===== src/rtl/core/ics_pkg.sv =====
// Shared constants, codes and types of the index chain splitter.
package ics_pkg;

  // Sizing of the chain window and of the stream fields.
  localparam int MAX_CHAIN_LIMIT = 64;
  localparam int INDEX_BITS      = 32;
  localparam int SYMBOL_BITS     = 16;
  localparam int OUT_IDX_BITS    = 32;
  localparam int MAXC_BITS       = 7;
  localparam int CFG_IDX_BITS    = 3;
  localparam int CFG_DATA_BITS   = 16;

  // Window slot index and per-chain visible count widths.
  localparam int SLOT_BITS = (MAX_CHAIN_LIMIT > 1) ? $clog2(MAX_CHAIN_LIMIT) : 1;
  localparam int SUM_BITS  = SLOT_BITS + 1;
  localparam int CNT_BITS  = $clog2(MAX_CHAIN_LIMIT + 1);
  localparam int WORD_BITS = CNT_BITS + INDEX_BITS;

  // Register indexes of the configuration port.
  localparam logic [CFG_IDX_BITS-1:0] REG_MAX_CHAIN    = 3'd0;
  localparam logic [CFG_IDX_BITS-1:0] REG_SPACE_CODE   = 3'd1;
  localparam logic [CFG_IDX_BITS-1:0] REG_BREAK_CODE   = 3'd2;
  localparam logic [CFG_IDX_BITS-1:0] REG_END_CODE     = 3'd3;
  localparam logic [CFG_IDX_BITS-1:0] REG_EPSILON_CODE = 3'd4;

  // Register reset values.
  localparam logic [MAXC_BITS-1:0]   RST_MAX_CHAIN    = 7'd8;
  localparam logic [SYMBOL_BITS-1:0] RST_SPACE_CODE   = SYMBOL_BITS'(32);
  localparam logic [SYMBOL_BITS-1:0] RST_BREAK_CODE   = SYMBOL_BITS'(1);
  localparam logic [SYMBOL_BITS-1:0] RST_END_CODE     = SYMBOL_BITS'(65535);
  localparam logic [SYMBOL_BITS-1:0] RST_EPSILON_CODE = SYMBOL_BITS'(0);

  // Result status codes.
  typedef enum logic [1:0] {
    ST_OK       = 2'd0,
    ST_INVALID  = 2'd1,
    ST_OVERFLOW = 2'd2
  } status_t;

  // One result beat.
  typedef struct packed {
    logic                    chain_valid;
    logic [OUT_IDX_BITS-1:0] chain_first;
    logic [OUT_IDX_BITS-1:0] chain_final;
    status_t                 status;
    logic                    run_last;
  } result_t;

endpackage


===== src/rtl/core/index_chain_splitter_top.sv =====
// Index chain splitter: cuts a symbol stream into chain descriptors.
//
//  channel | direction | handshake            | payload
//  --------+-----------+----------------------+------------------------------------------
//  in      | input     | in_valid / in_ready  | in_sym, in_stream_last
//  out     | output    | out_valid / out_ready| chain_valid, chain_first, chain_final,
//          |           |                      | status, run_last
//  cfg     | input     | cfg_valid / cfg_ready| cfg_index, cfg_data (always ready)
//
// A boundary or error symbol passes through S_EVAL and S_END; a visible symbol also
// visits S_POPRD, then S_POPCHK for each chain it checks or reports. The stream's last
// beat, unless the stream is being dropped, visits S_FLRD and S_FLOUT per chain flushed.
// Each chain is read through the single registered read port of the chain window memory.
// Reset is synchronous and active low; the window needs no clearing pass.
// A stalled output holds the sequencer once one result is already waiting.
module index_chain_splitter_top import ics_pkg::*; (
  input  logic                     clk,
  input  logic                     rst_n,
  input  logic                     in_valid,
  output logic                     in_ready,
  input  logic [SYMBOL_BITS-1:0]   in_sym,
  input  logic                     in_stream_last,
  input  logic                     cfg_valid,
  output logic                     cfg_ready,
  input  logic [CFG_IDX_BITS-1:0]  cfg_index,
  input  logic [CFG_DATA_BITS-1:0] cfg_data,
  output logic                     out_valid,
  input  logic                     out_ready,
  output logic                     out_chain_valid,
  output logic [OUT_IDX_BITS-1:0]  out_chain_first,
  output logic [OUT_IDX_BITS-1:0]  out_chain_final,
  output logic [1:0]               out_status,
  output logic                     out_run_last
);

  typedef enum logic [6:0] {
    S_IDLE   = 7'b0000001,
    S_EVAL   = 7'b0000010,
    S_POPRD  = 7'b0000100,
    S_POPCHK = 7'b0001000,
    S_FLRD   = 7'b0010000,
    S_FLOUT  = 7'b0100000,
    S_END    = 7'b1000000
  } state_t;

  state_t state_r, state_nxt;

  // Configuration registers.
  logic [MAXC_BITS-1:0]   max_chain_r;
  logic [SYMBOL_BITS-1:0] space_code_r, break_code_r, end_code_r, epsilon_code_r;

  // Captured input beat.
  logic [SYMBOL_BITS-1:0] sym_r, sym_nxt;
  logic                   last_r, last_nxt;

  // Stream state.
  logic [INDEX_BITS:0]    position_r, position_nxt;
  logic                   after_boundary_r, after_boundary_nxt;
  logic [CNT_BITS-1:0]    run_phase_r, run_phase_nxt;
  logic [CNT_BITS-1:0]    vis_cnt_r, vis_cnt_nxt;
  logic [SLOT_BITS-1:0]   head_r, head_nxt;
  logic [CNT_BITS-1:0]    len_r, len_nxt;
  logic [INDEX_BITS-1:0]  last_visible_r, last_visible_nxt;
  logic                   dropping_r, dropping_nxt;

  // Held result (kept back until its run_last flag is known) and output register.
  result_t held_r, held_nxt;
  logic    held_v_r, held_v_nxt;
  result_t out_r, out_nxt;
  logic    out_valid_r, out_valid_nxt;

  // Chain window memory: start tag (visible count) and start index per entry.
  logic [WORD_BITS-1:0] win_mem [0:MAX_CHAIN_LIMIT-1];
  logic [WORD_BITS-1:0] rd_data_r;
  logic                 mem_we, mem_re;
  logic [SLOT_BITS-1:0] mem_waddr;
  logic [WORD_BITS-1:0] mem_wdata;

  // Combinational helpers.
  logic [CNT_BITS-1:0]   m_eff;
  logic                  out_free, can_emit;
  logic                  is_bnd, is_bad, opens;
  logic [INDEX_BITS-1:0] cur_idx;
  logic [SUM_BITS-1:0]   tail_sum;
  logic [SLOT_BITS-1:0]  tail, head_inc;
  logic [CNT_BITS-1:0]   phase_inc, head_count;
  logic [INDEX_BITS-1:0] rd_start;
  logic [CNT_BITS-1:0]   rd_tag;
  result_t               chain_res;

  // Effective chain length: zero acts as one, large values clamp to the limit.
  always_comb begin
    if (max_chain_r == '0) begin
      m_eff = CNT_BITS'(1);
    end else if (max_chain_r > MAXC_BITS'(MAX_CHAIN_LIMIT)) begin
      m_eff = CNT_BITS'(MAX_CHAIN_LIMIT);
    end else begin
      m_eff = CNT_BITS'(max_chain_r);
    end
  end

  // Symbol classification; a boundary code wins over the invalid codes.
  assign is_bnd  = (sym_r == space_code_r) || (sym_r == break_code_r);
  assign is_bad  = (sym_r >= end_code_r) || (sym_r == epsilon_code_r);
  assign opens   = after_boundary_r || (run_phase_r == '0);
  assign cur_idx = position_r[INDEX_BITS-1:0];

  // Ring pointer arithmetic for the window.
  assign tail_sum = SUM_BITS'(head_r) + SUM_BITS'(len_r);
  assign tail     = (tail_sum >= SUM_BITS'(MAX_CHAIN_LIMIT)) ?
                    SLOT_BITS'(tail_sum - SUM_BITS'(MAX_CHAIN_LIMIT)) :
                    SLOT_BITS'(tail_sum);
  assign head_inc = (head_r == SLOT_BITS'(MAX_CHAIN_LIMIT - 1)) ?
                    '0 : head_r + SLOT_BITS'(1);
  assign phase_inc = run_phase_r + CNT_BITS'(1);

  // Head entry as read from the window, and its visible count.
  assign rd_start   = rd_data_r[INDEX_BITS-1:0];
  assign rd_tag     = rd_data_r[WORD_BITS-1:INDEX_BITS];
  assign head_count = vis_cnt_r - rd_tag;

  // Chain descriptor from the head entry, ending at the last visible symbol.
  always_comb begin
    chain_res             = '0;
    chain_res.chain_valid = 1'b1;
    chain_res.chain_first = OUT_IDX_BITS'(rd_start);
    chain_res.chain_final = OUT_IDX_BITS'(last_visible_r);
    chain_res.status      = ST_OK;
    chain_res.run_last    = 1'b0;
  end

  assign out_free = !out_valid_r || out_ready;
  assign can_emit = !held_v_r || out_free;

  // Sequencer.
  always_comb begin
    state_nxt          = state_r;
    sym_nxt            = sym_r;
    last_nxt           = last_r;
    position_nxt       = position_r;
    after_boundary_nxt = after_boundary_r;
    run_phase_nxt      = run_phase_r;
    vis_cnt_nxt        = vis_cnt_r;
    head_nxt           = head_r;
    len_nxt            = len_r;
    last_visible_nxt   = last_visible_r;
    dropping_nxt       = dropping_r;
    held_nxt           = held_r;
    held_v_nxt         = held_v_r;
    out_nxt            = out_r;
    out_valid_nxt      = out_valid_r && !out_ready;
    mem_we             = 1'b0;
    mem_waddr          = tail;
    mem_wdata          = {vis_cnt_r, cur_idx};
    mem_re             = 1'b0;

    unique case (state_r)
      S_IDLE: begin
        if (in_valid) begin
          sym_nxt   = in_sym;
          last_nxt  = in_stream_last;
          state_nxt = S_EVAL;
        end
      end

      S_EVAL: begin
        if (dropping_r) begin
          state_nxt = S_END;
        end else if (position_r[INDEX_BITS]) begin
          // Index overflow: one error result, then drop the stream.
          held_nxt        = '0;
          held_nxt.status = ST_OVERFLOW;
          held_v_nxt      = 1'b1;
          dropping_nxt    = 1'b1;
          len_nxt         = '0;
          state_nxt       = S_END;
        end else begin
          position_nxt = position_r + (INDEX_BITS + 1)'(1);
          if (is_bnd) begin
            after_boundary_nxt = 1'b1;
            run_phase_nxt      = '0;
            state_nxt          = last_r ? S_FLRD : S_END;
          end else if (is_bad) begin
            held_nxt             = '0;
            held_nxt.chain_first = OUT_IDX_BITS'(cur_idx);
            held_nxt.status      = ST_INVALID;
            held_v_nxt           = 1'b1;
            dropping_nxt         = 1'b1;
            len_nxt              = '0;
            state_nxt            = S_END;
          end else begin
            // Visible symbol: maybe open a chain, then count it for all chains.
            after_boundary_nxt = 1'b0;
            run_phase_nxt      = (phase_inc >= m_eff) ? '0 : phase_inc;
            if (opens && (len_r < CNT_BITS'(MAX_CHAIN_LIMIT))) begin
              mem_we  = 1'b1;
              len_nxt = len_r + CNT_BITS'(1);
            end
            vis_cnt_nxt      = vis_cnt_r + CNT_BITS'(1);
            last_visible_nxt = cur_idx;
            state_nxt        = S_POPRD;
          end
        end
      end

      S_POPRD: begin
        if (len_r == '0) begin
          state_nxt = last_r ? S_FLRD : S_END;
        end else begin
          mem_re    = 1'b1;
          state_nxt = S_POPCHK;
        end
      end

      S_POPCHK: begin
        if (head_count >= m_eff) begin
          if (can_emit) begin
            if (held_v_r) begin
              out_nxt       = held_r;
              out_valid_nxt = 1'b1;
            end
            held_nxt   = chain_res;
            held_v_nxt = 1'b1;
            head_nxt   = head_inc;
            len_nxt    = len_r - CNT_BITS'(1);
            state_nxt  = S_POPRD;
          end
        end else begin
          state_nxt = last_r ? S_FLRD : S_END;
        end
      end

      S_FLRD: begin
        if (len_r == '0) begin
          state_nxt = S_END;
        end else begin
          mem_re    = 1'b1;
          state_nxt = S_FLOUT;
        end
      end

      S_FLOUT: begin
        if (can_emit) begin
          if (held_v_r) begin
            out_nxt       = held_r;
            out_valid_nxt = 1'b1;
          end
          held_nxt   = chain_res;
          held_v_nxt = 1'b1;
          head_nxt   = head_inc;
          len_nxt    = len_r - CNT_BITS'(1);
          state_nxt  = S_FLRD;
        end
      end

      S_END: begin
        if (!held_v_r || out_free) begin
          // The held result is the last one of this step.
          if (held_v_r) begin
            out_nxt          = held_r;
            out_nxt.run_last = 1'b1;
            out_valid_nxt    = 1'b1;
            held_v_nxt       = 1'b0;
          end
          if (last_r) begin
            position_nxt       = '0;
            after_boundary_nxt = 1'b1;
            run_phase_nxt      = '0;
            vis_cnt_nxt        = '0;
            head_nxt           = '0;
            len_nxt            = '0;
            last_visible_nxt   = '0;
            dropping_nxt       = 1'b0;
          end
          state_nxt = S_IDLE;
        end
      end

      default: begin
        state_nxt = S_IDLE;
      end
    endcase
  end

  // Control and stream state registers.
  always_ff @(posedge clk) begin
    if (!rst_n) begin
      state_r          <= S_IDLE;
      position_r       <= '0;
      after_boundary_r <= 1'b1;
      run_phase_r      <= '0;
      vis_cnt_r        <= '0;
      head_r           <= '0;
      len_r            <= '0;
      last_visible_r   <= '0;
      dropping_r       <= 1'b0;
      held_v_r         <= 1'b0;
      out_valid_r      <= 1'b0;
    end else begin
      state_r          <= state_nxt;
      position_r       <= position_nxt;
      after_boundary_r <= after_boundary_nxt;
      run_phase_r      <= run_phase_nxt;
      vis_cnt_r        <= vis_cnt_nxt;
      head_r           <= head_nxt;
      len_r            <= len_nxt;
      last_visible_r   <= last_visible_nxt;
      dropping_r       <= dropping_nxt;
      held_v_r         <= held_v_nxt;
      out_valid_r      <= out_valid_nxt;
    end
  end

  // Payload registers.
  always_ff @(posedge clk) begin
    sym_r  <= sym_nxt;
    last_r <= last_nxt;
    held_r <= held_nxt;
    out_r  <= out_nxt;
  end

  // Configuration registers; indexes beyond the list are ignored.
  always_ff @(posedge clk) begin
    if (!rst_n) begin
      max_chain_r    <= RST_MAX_CHAIN;
      space_code_r   <= RST_SPACE_CODE;
      break_code_r   <= RST_BREAK_CODE;
      end_code_r     <= RST_END_CODE;
      epsilon_code_r <= RST_EPSILON_CODE;
    end else if (cfg_valid) begin
      unique case (cfg_index)
        REG_MAX_CHAIN:    max_chain_r    <= cfg_data[MAXC_BITS-1:0];
        REG_SPACE_CODE:   space_code_r   <= SYMBOL_BITS'(cfg_data);
        REG_BREAK_CODE:   break_code_r   <= SYMBOL_BITS'(cfg_data);
        REG_END_CODE:     end_code_r     <= SYMBOL_BITS'(cfg_data);
        REG_EPSILON_CODE: epsilon_code_r <= SYMBOL_BITS'(cfg_data);
        default: begin
        end
      endcase
    end
  end

  // Window memory: one write port, one registered read port at the head.
  always_ff @(posedge clk) begin
    if (mem_we) begin
      win_mem[mem_waddr] <= mem_wdata;
    end
    if (mem_re) begin
      rd_data_r <= win_mem[head_r];
    end
  end

  // Ports.
  assign in_ready        = (state_r == S_IDLE);
  assign cfg_ready       = 1'b1;
  assign out_valid       = out_valid_r;
  assign out_chain_valid = out_r.chain_valid;
  assign out_chain_first = out_r.chain_first;
  assign out_chain_final = out_r.chain_final;
  assign out_status      = out_r.status;
  assign out_run_last    = out_r.run_last;

endmodule


===== config.mk =====
export PLATFORM = sky130hd
export DESIGN_NAME = index_chain_splitter_top
export DESIGN_NICKNAME = d
export VERILOG_FILES = /design/src/rtl/core/ics_pkg.sv /design/src/rtl/core/index_chain_splitter_top.sv
export SDC_FILE = /design/constraint.sdc
export NUM_CORES = 2
export LEC_CHECK = 0
export BUFFER_PORTS_ARGS = -buffer_cell sky130_fd_sc_hd__buf_2
export CAP_MARGIN = 25
export CORE_MARGIN = 2
export CORE_UTILIZATION = 57
export CTS_CLUSTER_DIAMETER = 150
export DETAILED_ROUTE_END_ITERATION = 7
export GPL_TIMING_DRIVEN = 0
export PLACE_DENSITY = 0.75
export SLEW_MARGIN = 10
export SYNTH_ARGS = -nofsm -noshare
export SYNTH_HDL_FRONTEND = slang
export SYNTH_SLANG_ARGS = --single-unit

===== constraint.sdc =====
create_clock -name clk -period 8.2 [get_ports clk]
set_input_delay 0.41 -clock clk [delete_from_list [all_inputs] [get_ports clk]]
set_output_delay 0.41 -clock clk [all_outputs]
set_load 0.01 [all_outputs]

==> metrics.md <==
| Metric | Value |
|---|---|
| Status | finished, violations left |
| Failing checks | antenna rules |
| Syn Std Cell Area | 111000 sq um |
| Area grow syn2layout | 16.3% |
| Detailed Routing Iterations Pass 1 | 6 |
| Post-CTS Setup Inserts | 0 |
| Port bufs | 109 |
| Slowest stage cell, crit path | nor2_4 |
| Critical path, cell by cell | inv_1, ha_1, nand2b_1, a211oi_1, o211ai_1, a311o_1, nor4_2, buf_4, nand3_1, clkbuf_1, buf_6, nor2_4, buf_16, buf_16 |
| Register share of total power | 0.547 |
| Vias in the first global route | 60661 |
| Synth top area cells | edfxtp_1 (73%), mux4_2 (16%), dfxtp_1 (3.1%), nand2_1 (0.96%), clkbuf_1 (0.59%) |
| Clk slew on worst S/H paths | 0.07 ns |
| Critical R2R Launch | sym_r[0]$_DFFE_PP_ |
| Initial Util | 0.575 |
| Most Frequent Cell on Critical Path | buf_16 |
| Die area | 198000 sq um |
| R2r endpoint | win_mem[53][17]$_DFFE_PP_ |
| Setup Crit Path Kind | flop to flop |
| TritonCTS clock tree | yes |
| Internal | 0.0231 W |
| Pin count of the biggest net entering global routing | 73 |
| Final GP Congestion | 0.917 |
| Critical Path AT | 6.04 ns |
| Slew @ Worst Pin | 1.19 ns |
| Post-layout min period | 5.40 ns |
| Delay of the slowest critical-path stage | 0.63 ns |
| Routed WL | 334000 um |
| WP data required | 8.84 ns |
| Post-cts repair resize count | 0 |
| H-tree Lvls | 5 |
| Grt total ovfl | 0 |
| Achievable frequency | 185 MHz |
| Multi-input gate area | 26000 sq um |
| Sequential-to-total area share from yosys stat | 0.758 |
| Layout Nets | 5961 |
| CP delay by family, top | simple AND/OR/NAND/NOR gates |
| Maximum clock path buffer count | 4 |
| Power density cells | 224 nW/um^2 |
| Post-synth cell types | 77 |
| Logic pwr share | 0.008 |
| Worst hold path class | input pin to flop |
| Max cap viols | 0 |
| Gr usage total | 0.339 |
| Initial antenna violation count | 19 |
| Flop-to-flop setup slack | 2.80 ns |
| Post-synth EDFFs | 2687 |
| TritonCTS buffer count | 296 |
| Top Ports | 112 |
| Endpoint of the worst hold path | head_r[4]$_SDFFE_PN0P_ |
| Syn Inst Count | 5237 |
| Hpwl dp | 200000 um |
| Yosys top cell by area | edfxtp_1 |
| Async set-reset flop share out of synthesis | 0 |
| Die width | 445 um |
| Synth top area share | 0.727 |
| Worst-path fanout max | 15 |
| Max transition margin | 0.209 |
| DR WL/cell | 38.7 um |
| Synthesized flop and latch total | 2861 |
| First-pass GRT wire length | 464000 um |
| Switching power | 0.00578 W |
| Worst skew pair latency | 0.98 ns |
| Leakage | 41.3 nW |
| Core ar. | 193000 sq um |
| RSZ-0062 raised after global routing | false |
| Sw Ratio | 0.200 |
| Final Slew Violations | 0 |
| Synthesized area per cell | 21.2 sq um |
| Hold Path Cell Cnt | 3 |
| Share of cells above drive strength 1 | 0.281 |
| Reg area | 84300 sq um |
| YS warnings | 0 |
| Predominant post-synthesis flop cell | edfxtp_1 |
| Reg2reg path depth | 14 |
| HP Start | rst_n |
| Clk pwr share | 0.445 |
| Drt first-iter violations | 10710 |
| Clock Sinks | 2861 |
| Final setup vio count | 0 |
| Die Ht | 445 um |
| DRC | 0 |
| Post-route clock period utilization | 0.659 |
| Row cnt | 161 |
| Routed via count | 61132 |
| Final TNS setup | 0 ns |
| Filler cell count | 11341 |
| Vias per cell | 7.09 |
| Clock skew | 0.0790 ns |
| Maximum VDD drop | 248 uV |
| Syn_nets | 5326 |
| Util after Layout | 0.669 |
| CP endpoint kind | flop |
| Bufs and invs on worst path | 6 |
| CP Launch Type | flop |
| Clock Tree Root | clkbuf_16 |
| Antenna viol nets, final | 1 |
| Fin. Hold Viols | 0 |
logic make-up after synthesis:
logic type,synth area share
flops,0.758
mux,0.166
simple gates,0.0333
buf+inv,0.0118
compound gates,0.0176
xor+xnor,0.00726
fa+ha+maj,0.00563
other cells,0.0000338
synthesized netlist by cell type (10+ instances only):
library cell / number
mux4_2: 805
nand2b_1: 20
nor4_1: 11
or3_1: 10
o21ai_0: 76
buf_2: 74
nor3_1: 18
nand2_1: 284
o211ai_1: 25
xor2_1: 59
nand4_1: 20
xnor2_1: 33
edfxtp_1: 2687
mux2i_1: 16
inv_1: 43
mux2_2: 14
clkbuf_1: 174
dfxtp_1: 174
ha_1: 46
buf_1: 28
nor2b_1: 74
nand3_1: 64
and2_1: 45
and3_1: 15
nand3b_1: 28
a21oi_1: 130
nor2_1: 140
repair_timing:
| item | 4_1_cts | 5_1_grt |
|---|---|---|
| hold buffers | 41 | 0 |
| endpoints found under the hold margin | 95 | 0 |
| setup endpoints to repair | 0 | 0 |
placed cells by master, fill, tap and decap left out, types with 44 or more instances in the layout:
cell,synthesis,routed
mux4_2,805,805
nor2b_1,74,74
clkinv_2,0,44
clkinv_1,0,61
dfxtp_1,174,135
nor2_4,0,66
clkbuf_1,174,234
and2_1,45,45
nand3_1,64,64
buf_16,0,110
nor2_1,140,74
a21oi_1,130,130
buf_12,0,48
nand2_1,284,284
o21ai_0,76,76
ha_1,46,46
xor2_1,59,59
clkbuf_16,0,301
buf_2,74,184
edfxtp_1,2687,2687
stage by stage:
step                instance area (sq um)  instances  total power, W  hold WS, ns  worst slack [ns]
CTS                                129000       8594          0.0289       0.0920              1.97
finish                             129000       8624          0.0289        0.149              2.80
global route                       129000       8609          0.0294        0.159              2.66
detailed placement                 120000       8045          0.0163        0.460              2.16
floorplan                          111000       5237          0.0162        0.430              1.42
global placement                   115000       7872          0.0163        0.453             -1.06
tightest hold or removal path: stages:
cell and delay (ns):
clkbuf_1 0.31, nand2_1 0.23, o41ai_1 0.11
registers in the layout, indices dropped and copies added, names as in the netlist, 16 cells and up:
| signal | count |
|---|---|
| out_chain_final | 32 |
| epsilon_code_r | 16 |
| held_r | 67 |
| last_visible_r | 32 |
| end_code_r | 16 |
| space_code_r | 16 |
| rd_data_r | 39 |
| break_code_r | 16 |
| position_r | 33 |
| win_mem | 2496 |
| sym_r | 16 |
| out_chain_first | 32 |
routing by layer:
metal	wire, um	GRT usage	vias to the layer above
li1	-	-	22938
met1	110000	0.436	31349
met2	154000	0.513	5659
met3	46500	0.103	1170
met4	23600	0.202	16
met5	162	0	-
power by group through the flow:
stage	Sequential, W	Combinational (W)	Clock (W)
after floorplan	0.0161	0.000113	0
after global placement	0.0161	0.000173	0
after detailed placement	0.0161	0.000208	0
after CTS	0.0158	0.000226	0.0129
after global routing	0.0158	0.000250	0.0134
final	0.0158	0.000233	0.0129
final cells by class:
| cell class | count | area share |
|---|---|---|
| antenna | 16 | 0.000310 |
| buffer | 279 | 0.00898 |
| clock buffer | 370 | 0.0607 |
| clock inverter | 138 | 0.00846 |
| inverter | 43 | 0.00125 |
| multi-input combinational | 2054 | 0.202 |
| sequential | 2861 | 0.653 |
| tap | 2526 | 0.0245 |
| timing repair buffer | 337 | 0.0412 |
worst max path at each step:
stage                                          from                       endpoint  slack (ns)  depth (start not counted)
after floorplan           vis_cnt_r[0]$_SDFFE_PN0P_   out_chain_final[0]$_DFFE_PP_        1.42                         14
after global placement    vis_cnt_r[0]$_SDFFE_PN0P_  out_chain_first[14]$_DFFE_PP_       -1.06                         14
after detailed placement         sym_r[0]$_DFFE_PP_       win_mem[4][17]$_DFFE_PP_        2.16                         12
after CTS                        sym_r[0]$_DFFE_PP_       win_mem[4][18]$_DFFE_PP_        1.97                         12
after global routing             sym_r[0]$_DFFE_PP_      win_mem[57][19]$_DFFE_PP_        2.66                         14
final                            sym_r[0]$_DFFE_PP_      win_mem[53][17]$_DFFE_PP_        2.80                         14
No activity file was read; power rests on OpenSTA's default activity.
